**config.mk**
```make
export PLATFORM = sky130hd
export DESIGN_NAME = rgb_gray_downscale_2x2_unit
export DESIGN_NICKNAME = d
export VERILOG_FILES = /design/src/rtl/core/rgbgd_pkg.sv /design/src/rtl/core/rgbgd_front.sv /design/src/rtl/core/rgbgd_cmd_queue.sv /design/src/rtl/core/rgbgd_back.sv /design/src/rtl/core/rgb_gray_downscale_2x2_unit.sv
export SDC_FILE = /design/constraint.sdc
export NUM_CORES = 1
export LEC_CHECK = 0
export BUFFER_PORTS_ARGS = -buffer_cell sky130_fd_sc_hd__buf_4
export CORE_ASPECT_RATIO = 0.7
export CORE_MARGIN = 10
export CORE_UTILIZATION = 65
export DETAILED_ROUTE_END_ITERATION = 16
export GPL_TIMING_DRIVEN = 0
export PLACE_DENSITY = 0.85
export SYNTH_ARGS = -nofsm -noshare
export SYNTH_HDL_FRONTEND = slang
export SYNTH_SLANG_ARGS = --single-unit
```
**constraint.sdc**
```tcl
create_clock -name clk_i -period 4.5 [get_ports clk_i]
set_clock_uncertainty 0.2 [all_clocks]
set_input_delay 0.45 -clock clk_i [delete_from_list [all_inputs] [get_ports clk_i]]
set_output_delay 0.45 -clock clk_i [all_outputs]
set_load 0.05 [all_outputs]
```
**src/rtl/core/rgbgd_pkg.sv**
```systemverilog
// Package for the RGB to gray 2x2 downscaler: frame geometry, widths,
// pixel, result and command types, and the gray conversion function.
// No dependencies.
package rgbgd_pkg;

  localparam int IMAGE_WIDTH  = 32;
  localparam int IMAGE_HEIGHT = 8;

  localparam int PAIR_COUNT = IMAGE_WIDTH / 2;
  localparam int COL_W      = (IMAGE_WIDTH > 2) ? $clog2(IMAGE_WIDTH) : 1;
  localparam int ROW_W      = (IMAGE_HEIGHT > 2) ? $clog2(IMAGE_HEIGHT) : 1;
  localparam int IDX_W      = (PAIR_COUNT > 1) ? $clog2(PAIR_COUNT) : 1;

  localparam logic [COL_W-1:0] LAST_COL      = COL_W'(IMAGE_WIDTH - 1);
  localparam logic [ROW_W-1:0] LAST_ROW      = ROW_W'(IMAGE_HEIGHT - 1);
  localparam logic [COL_W-1:0] LAST_PAIR_COL = COL_W'((IMAGE_WIDTH / 2) * 2 - 1);
  localparam logic [ROW_W-1:0] LAST_PAIR_ROW = ROW_W'((IMAGE_HEIGHT / 2) * 2 - 1);

  localparam int GRAY_W = 8;
  localparam int PAIR_W = 9;
  localparam int SUM_W  = 10;

  // Depths of the two queues; both must be powers of two.
  localparam int CMDQ_DEPTH = 2;
  localparam int CMDQ_AW    = (CMDQ_DEPTH > 2) ? $clog2(CMDQ_DEPTH) : 1;
  localparam int OUTQ_DEPTH = 2;
  localparam int OUTQ_AW    = (OUTQ_DEPTH > 2) ? $clog2(OUTQ_DEPTH) : 1;

  typedef struct packed {
    logic [7:0] red;
    logic [7:0] green;
    logic [7:0] blue;
  } pixel_t;

  typedef struct packed {
    logic [7:0] gray_avg;
    logic       frame_last;
  } result_t;

  typedef enum logic [0:0] {
    OP_STORE = 1'b0,
    OP_EMIT  = 1'b1
  } op_e;

  typedef struct packed {
    op_e               op;
    logic [IDX_W-1:0]  idx;
    logic [PAIR_W-1:0] pair;
    logic              last;
  } cmd_t;

  function automatic logic [GRAY_W-1:0] to_gray(input pixel_t p);
    logic [11:0] t;
    t = {2'b00, p.red, 2'b00} + {4'b0000, p.red}
      + {1'b0, p.green, 3'b000} + {4'b0000, p.green}
      + {3'b000, p.blue, 1'b0};
    return t[11:4];
  endfunction

endpackage

```
**src/rtl/core/rgbgd_front.sv**
```systemverilog
// Front part: converts pixels to gray, tracks column and row, pairs grays
// and issues store or emit commands. Depends on rgbgd_pkg.
module rgbgd_front (
  input  logic                clk_i,
  input  logic                rst_ni,
  input  logic                push,
  input  rgbgd_pkg::pixel_t   pixel_i,
  input  logic                cmdq_full_i,
  output logic                full,
  output logic                cmd_push_o,
  output rgbgd_pkg::cmd_t     cmd_o
);
  import rgbgd_pkg::*;

  logic [COL_W-1:0]  col_q, col_d;
  logic [ROW_W-1:0]  row_q, row_d;
  logic [GRAY_W-1:0] left_gray_q, left_gray_d;
  logic [GRAY_W-1:0] gray;
  logic              accept;

  assign full   = cmdq_full_i;
  assign accept = push && !cmdq_full_i;
  assign gray   = to_gray(pixel_i);

  always_comb begin
    col_d       = col_q;
    row_d       = row_q;
    left_gray_d = left_gray_q;
    if (accept) begin
      if (!col_q[0]) begin
        left_gray_d = gray;
      end
      if (col_q == LAST_COL) begin
        col_d = '0;
        row_d = (row_q == LAST_ROW) ? '0 : row_q + ROW_W'(1);
      end else begin
        col_d = col_q + COL_W'(1);
      end
    end
  end

  always_comb begin
    cmd_push_o = accept && col_q[0];
    cmd_o.op   = row_q[0] ? OP_EMIT : OP_STORE;
    cmd_o.idx  = IDX_W'(col_q >> 1);
    cmd_o.pair = {1'b0, left_gray_q} + {1'b0, gray};
    cmd_o.last = (row_q == LAST_PAIR_ROW) && (col_q == LAST_PAIR_COL);
  end

  always_ff @(posedge clk_i or negedge rst_ni) begin
    if (!rst_ni) begin
      col_q       <= '0;
      row_q       <= '0;
      left_gray_q <= '0;
    end else begin
      col_q       <= col_d;
      row_q       <= row_d;
      left_gray_q <= left_gray_d;
    end
  end

endmodule

```
**src/rtl/core/rgbgd_cmd_queue.sv**
```systemverilog
// Command queue between front and back parts: a small register FIFO.
// Depends on rgbgd_pkg.
module rgbgd_cmd_queue (
  input  logic             clk_i,
  input  logic             rst_ni,
  input  logic             push_i,
  input  rgbgd_pkg::cmd_t  cmd_i,
  output logic             full_o,
  input  logic             pop_i,
  output logic             valid_o,
  output rgbgd_pkg::cmd_t  cmd_o
);
  import rgbgd_pkg::*;

  cmd_t               entry_q [CMDQ_DEPTH];
  logic [CMDQ_AW-1:0] wptr_q, rptr_q;
  logic [CMDQ_AW:0]   cnt_q;
  logic               do_push, do_pop;

  assign full_o  = (cnt_q == (CMDQ_AW + 1)'(CMDQ_DEPTH));
  assign valid_o = (cnt_q != '0);
  assign cmd_o   = entry_q[rptr_q];
  assign do_push = push_i && !full_o;
  assign do_pop  = pop_i && valid_o;

  always_ff @(posedge clk_i) begin
    if (do_push) begin
      entry_q[wptr_q] <= cmd_i;
    end
  end

  always_ff @(posedge clk_i or negedge rst_ni) begin
    if (!rst_ni) begin
      wptr_q <= '0;
      rptr_q <= '0;
      cnt_q  <= '0;
    end else begin
      if (do_push) begin
        wptr_q <= wptr_q + CMDQ_AW'(1);
      end
      if (do_pop) begin
        rptr_q <= rptr_q + CMDQ_AW'(1);
      end
      if (do_push && !do_pop) begin
        cnt_q <= cnt_q + (CMDQ_AW + 1)'(1);
      end else if (do_pop && !do_push) begin
        cnt_q <= cnt_q - (CMDQ_AW + 1)'(1);
      end
    end
  end

  assert property (@(posedge clk_i) disable iff (!rst_ni)
    cnt_q <= (CMDQ_AW + 1)'(CMDQ_DEPTH))
    else $error("command queue count out of range");

  assert property (@(posedge clk_i) disable iff (!rst_ni)
    (do_push && !do_pop) |=> (cnt_q == $past(cnt_q) + (CMDQ_AW + 1)'(1)))
    else $error("command queue lost a push");

  assert property (@(posedge clk_i) disable iff (!rst_ni)
    (cnt_q != '0) |-> ((wptr_q - rptr_q) == cnt_q[CMDQ_AW-1:0]))
    else $error("command queue pointers disagree with count");

endmodule

```
**src/rtl/core/rgbgd_back.sv**
```systemverilog
// Back part: line store of pair sums, emit stage and result queue.
// Depends on rgbgd_pkg.
module rgbgd_back (
  input  logic               clk_i,
  input  logic               rst_ni,
  input  logic               cmd_valid_i,
  input  rgbgd_pkg::cmd_t    cmd_i,
  output logic               cmd_pop_o,
  output logic               empty,
  input  logic               pop,
  output rgbgd_pkg::result_t result_o
);
  import rgbgd_pkg::*;

  logic [PAIR_W-1:0]  line_q [PAIR_COUNT];
  logic [PAIR_W-1:0]  rd_q;
  logic [PAIR_W-1:0]  s1_pair_q;
  logic               s1_last_q;
  logic               s1_valid_q;
  logic               s1_adv;
  logic               take_emit;
  logic [SUM_W-1:0]   sum;
  result_t            oq_q [OUTQ_DEPTH];
  logic [OUTQ_AW-1:0] owptr_q, orptr_q;
  logic [OUTQ_AW:0]   ocnt_q;
  logic               oq_full, oq_pop;

  assign oq_full   = (ocnt_q == (OUTQ_AW + 1)'(OUTQ_DEPTH));
  assign empty     = (ocnt_q == '0);
  assign result_o  = oq_q[orptr_q];
  assign oq_pop    = pop && !empty;
  assign s1_adv    = s1_valid_q && !oq_full;
  assign cmd_pop_o = cmd_valid_i && ((cmd_i.op == OP_STORE) || !s1_valid_q || s1_adv);
  assign take_emit = cmd_pop_o && (cmd_i.op == OP_EMIT);
  assign sum       = {1'b0, rd_q} + {1'b0, s1_pair_q};

  always_ff @(posedge clk_i) begin
    if (cmd_pop_o && (cmd_i.op == OP_STORE)) begin
      line_q[cmd_i.idx] <= cmd_i.pair;
    end
    if (take_emit) begin
      rd_q      <= line_q[cmd_i.idx];
      s1_pair_q <= cmd_i.pair;
      s1_last_q <= cmd_i.last;
    end
    if (s1_adv) begin
      oq_q[owptr_q] <= '{gray_avg: sum[SUM_W-1:2], frame_last: s1_last_q};
    end
  end

  always_ff @(posedge clk_i or negedge rst_ni) begin
    if (!rst_ni) begin
      s1_valid_q <= 1'b0;
      owptr_q    <= '0;
      orptr_q    <= '0;
      ocnt_q     <= '0;
    end else begin
      if (take_emit) begin
        s1_valid_q <= 1'b1;
      end else if (s1_adv) begin
        s1_valid_q <= 1'b0;
      end
      if (s1_adv) begin
        owptr_q <= owptr_q + OUTQ_AW'(1);
      end
      if (oq_pop) begin
        orptr_q <= orptr_q + OUTQ_AW'(1);
      end
      if (s1_adv && !oq_pop) begin
        ocnt_q <= ocnt_q + (OUTQ_AW + 1)'(1);
      end else if (oq_pop && !s1_adv) begin
        ocnt_q <= ocnt_q - (OUTQ_AW + 1)'(1);
      end
    end
  end

  assert property (@(posedge clk_i) disable iff (!rst_ni)
    ocnt_q <= (OUTQ_AW + 1)'(OUTQ_DEPTH))
    else $error("result queue count out of range");

  assert property (@(posedge clk_i) disable iff (!rst_ni)
    $rose(s1_valid_q) |-> $past(take_emit))
    else $error("emit stage loaded without an emit command");

  assert property (@(posedge clk_i) disable iff (!rst_ni)
    (s1_valid_q && !s1_adv) |=> (s1_valid_q && $stable(s1_pair_q) && $stable(rd_q)))
    else $error("stalled emit stage changed");

  assert property (@(posedge clk_i) disable iff (!rst_ni)
    cmd_pop_o |-> cmd_valid_i)
    else $error("command popped from an empty queue");

endmodule

```
**src/rtl/core/rgb_gray_downscale_2x2_unit.sv**
```systemverilog
// Takes one RGB pixel per clock while full is low, in raster order (32 x 8
// frame), and gives one gray value per 2x2 block, the mean of the four grays
// (5R+9G+2B)>>4, with frame_last set on the last block of each frame. A
// result reaches the output queue by way of the command queue and then the
// emit stage that reads the line store, whose sum is written into the result
// queue. The block sustains one pixel per clock while results are popped; the
// command queue and the two-entry result queue absorb short pop stalls, and
// full rises once both queues back up. No clearing pass after reset.
// Depends on rgbgd_pkg, rgbgd_front, rgbgd_cmd_queue and rgbgd_back.
module rgb_gray_downscale_2x2_unit (
  input  logic               clk_i,
  input  logic               rst_ni,
  input  logic               push,
  input  rgbgd_pkg::pixel_t  pixel_i,
  output logic               full,
  output logic               empty,
  input  logic               pop,
  output rgbgd_pkg::result_t result_o
);
  import rgbgd_pkg::*;

  logic cmd_push, cmdq_full, cmdq_valid, cmd_pop;
  cmd_t cmd_in, cmd_out;

  rgbgd_front u_front (
    .clk_i       (clk_i),
    .rst_ni      (rst_ni),
    .push        (push),
    .pixel_i     (pixel_i),
    .cmdq_full_i (cmdq_full),
    .full        (full),
    .cmd_push_o  (cmd_push),
    .cmd_o       (cmd_in)
  );

  rgbgd_cmd_queue u_cmd_queue (
    .clk_i   (clk_i),
    .rst_ni  (rst_ni),
    .push_i  (cmd_push),
    .cmd_i   (cmd_in),
    .full_o  (cmdq_full),
    .pop_i   (cmd_pop),
    .valid_o (cmdq_valid),
    .cmd_o   (cmd_out)
  );

  rgbgd_back u_back (
    .clk_i       (clk_i),
    .rst_ni      (rst_ni),
    .cmd_valid_i (cmdq_valid),
    .cmd_i       (cmd_out),
    .cmd_pop_o   (cmd_pop),
    .empty       (empty),
    .pop         (pop),
    .result_o    (result_o)
  );

endmodule

```
==> impl_results.md <==
- Mux share of post-synthesis cell area: 0.0703
- Worst setup slack after layout: -106 ps
- Top cells by area, synth: edfxtp_1 (60%), dfrtp_1 (5.9%), ha_1 (4.8%)
- Core region area: 15,700 µm²
- Share of total power in the clock network: 0.186
- Final Hold Fails: 0
- Mapped Area: 10,500 µm²
- Gp weighted congestion: 0.945
- IO buf count: 38
- Ratio of cells with drive above 1 in the final layout: 0.241
- Worst relative slew slack: 0.290
- Buffer depth of the longest clock path: 3
- # setup viols final: 4
- Syn_nets: 761
- Clk slew on worst S/H paths: 60 ps
- Top Layer Used: met5
- Dpl cells: 915
- GRT Util Overall: 0.198
- Overflow after GRT: 0
- Worst-Margin Slew: 1060 ps
- Number of global-route vias before repair: 6,253
- Met2 WL: 10,600 µm
- Initial DRC Count: 656
- Synthesis-to-finish area growth: 15.4%
- Hold EP: u_back.orptr_q
- Chip Width: 172 µm
- Full die area: 21,800 µm²
- Worst Hold Class: input pin to flip-flop
- Site Rows: 38
- Post-synthesis simple-gate area fraction: 0.0533
- Area of the multi-input gates: 3640 µm²
- Sequential power share: 0.376
- First-pass DRT Iterations: 5
- Clk_lat worst skew: 500 ps
- Wirelength per Cell: 22.7 µm
- Comb pwr share: 0.437
- Pre-CTS WS: -599 ps
- RSZ-0062 raised after global routing: yes
- Yosys reg bits: 236
- Post-Synth Adder-Cell Area: 0.0779
- Required @ worst endpoint: 4550 ps
- Clock sink count: 236
- Max Cap Violations: 0
- Gate Count Post-Synth: 677
- Die height: 127 µm
- Pin count of the biggest net entering global routing: 26
- Antenna violations before repair: 2
- PwrDens: 798 nW/µm²
- Mapped Avg Cell Area: 15.6 µm²
- Ports: 39
- Status: finished with violations
- Hold path depth: 3
- Post-synthesis sequential area ratio: 0.661
- Final nets: 834
- Post-DRT Antenna Nets: 0
- Synth cell types: 58
- TritonCTS clock tree: yes
- P_leak: 4.43 nW
- Largest area contributor in the netlist: edfxtp_1
- H-tree depth: 1
- TritonCTS Buffers: 22
- R2R depth: 5
- Kind of critical path: input pin to flip-flop
- Fin cells: 965
- Most used cell, CP: inv_2
- CP Max Fanout: 5
- Reg2reg setup slack: 1060 ps
- First-pass GRT wire length: 33,900 µm
- Starting density of the core: 0.672
- Top cell type's share of synthesized area: 0.601
- Total power: 9.70 mW
- Final HPWL DP: 14,700 µm
- F_max: 217 MHz
- Crit-path slowest cell: fa_1
- Routed wire length: 21,900 µm
- Sw frac: 0.358
- Worst setup EP type: flip-flop
- Compound-Gate Fraction of Synth Area: 0.0918
- Main synth FF type: edfxtp_1
- Worst Hold Launch: pop
- Post-Synth XOR/XNOR Area: 0.0241
- Root buffer cell: clkbuf_16
- ANT cells: 0
- Switching power of the nets: 3.47 mW
- Peak VDD IR: 0.000874 V
- Minimum clock period: 4610 ps
- Drc violations: 0
- Largest family of logic cells by synthesized area: compound AO/OA/AOI/OAI gates
- # fillers: 866
- Failing checks: negative setup slack
- R2R Path Start: u_cmd_queue.rptr_q
- Internal Pwr Total: 6.23 mW
- Post-synth EDFFs: 211
- Ys Warns: 0
- Metal-1 WL: 9210 µm
- Worst-path cell chain: buf_8 > ha_4 > inv_2 > fa_2 > nor2b_2 > o21ai_2 > a21boi_2 > nor2_2 > fa_1 > inv_2 > fa_1 > inv_2 > ha_4 > a311oi_1 > o21a_1 > a211oi_2 > xor2_1 > ha_2 > or3_1 > o22ai_2 > xnor2_1
- Max Slew Vio Count: 0
- Worst R2R End: u_back.line_q[11][8]
- Final period util: 1.02
- Via density: 6.42
- Critical Path Max Stage Delay: 540 ps
- Worst setup SP type: input pin
- Worst Path Arrival: 4650 ps
- Sequential cell area: 6960 µm²
- Ys async rst share: 0.106
- Via count: 6,200
- DR WL met3: 1770 µm
## kinds of logic after synthesis
group	count (synthesis)
DFF	236
buffers and inverters	57
and+or+nand+nor	113
xor gates and xnor gates	29
AOI/OAI and AO/OA	138
adders and majority gates	56
muxes	48
## worst max path at each step
| stage | startpoint | to | cells after the start |
|---|---|---|---|
| detailed placement | pixel_i[17] | u_cmd_queue.entry_q[1][9] | 18 |
| CTS | pixel_i[17] | u_cmd_queue.entry_q[0][7] | 18 |
| finish | pixel_i[18] | u_cmd_queue.entry_q[1][8] | 21 |
| floorplan | pixel_i[16] | u_cmd_queue.entry_q[0][9] | 18 |
| global placement | pixel_i[17] | u_cmd_queue.entry_q[0][9] | 18 |
| global route | pixel_i[18] | u_cmd_queue.entry_q[1][8] | 21 |
## critical path, delay by kind of cell
kind	cells	cell delay, ps
adder cells (fa/ha/maj)	6	2070
AO/OA/AOI/OAI	6	1010
AND/OR/NAND/NOR	3	620
XOR/XNOR	2	270
buffers and inverters	4	210
## metal layers
metal | GRT usage | up-vias
met5 | 0 | -
met4 | 0.0399 | 2
met3 | 0.0465 | 37
met2 | 0.318 | 240
met1 | 0.273 | 3157
li1 | - | 2764
## metrics by stage
| stage | TNS (ps) | hold WS (ps) | area (µm²) | util |
|---|---|---|---|---|
| floorplan | -251 | -45.6 | 10700 | - |
| global placement | -4090 | 171 | 11200 | 0.713 |
| detailed placement | -4850 | 179 | 11200 | 0.713 |
| CTS | 0 | 111 | 12000 | 0.763 |
| global route | -1350 | 133 | 12200 | 0.775 |
| finish | -273 | 124 | 12200 | 0.775 |
## layout make-up
cell class,count,area share
plain buffers,17,0.00659
clock buffers,30,0.0495
clock inverters,9,0.00813
inverters,40,0.0123
multi-input cells,384,0.299
flip-flops and latches,236,0.572
well taps,200,0.0206
repair buffers,49,0.0314
## power by group through the flow
stage               Sequential, mW  Combinational (mW)  Clock (mW)
global route                  3.69                4.60        1.90
finish                        3.65                4.24        1.81
detailed placement            3.69                3.77           0
floorplan                     3.61                2.81           0
CTS                           3.65                3.94        1.83
global placement              3.64                3.58           0
## state kept, by name (all words and copies together) (netlist names)
register,cells
u_back.line_q,144
u_back.ocnt_q,2
u_back.oq_q,18
u_back.orptr_q,1
u_back.owptr_q,1
u_back.rd_q,9
u_back.s1_last_q,1
u_back.s1_pair_q,9
u_back.s1_valid_q,1
u_cmd_queue.cnt_q,2
u_cmd_queue.entry_q,30
u_cmd_queue.rptr_q,1
u_cmd_queue.wptr_q,1
u_front.col_q,5
u_front.left_gray_q,8
u_front.row_q,3
## cell usage in the layout, fill, tap and decap left out, drive strengths merged, types with 25 or more instances in the layout
cell type / instances
edfxtp: 211
clkbuf: 42
dfrtp: 25
buf: 53
ha: 40
a22oi: 37
nor2: 42
a21oi: 29
inv: 40
mux2: 28
## cell usage after synthesis (4+ instances only)
master / count
a21oi_1: 29
a21o_1: 8
nand3_1: 5
nor2b_1: 4
xnor2_1: 18
mux2_2: 28
nor2_1: 42
o21ai_0: 14
a211oi_1: 6
edfxtp_1: 211
nand2b_1: 5
or3_1: 11
nor3_1: 9
clkbuf_1: 12
fa_1: 16
dfrtp_1: 25
o21a_1: 6
o22ai_1: 5
mux4_2: 18
nand2_1: 18
inv_1: 40
xor2_1: 11
ha_1: 40
a22oi_1: 37
a22o_1: 10
and3_1: 4
## what timing repair did
item / 4_1_cts / 5_1_grt
setup buffers: 2 / 8
gates resized for setup: 10 / 27
cloned: 0 / 0
hold buffers: 1 / 0
endpoints found under the hold margin: 25 / 0
setup endpoints to repair: 6 / 8
pin swaps: 4 / 33
(Power assumes the default switching activity.)
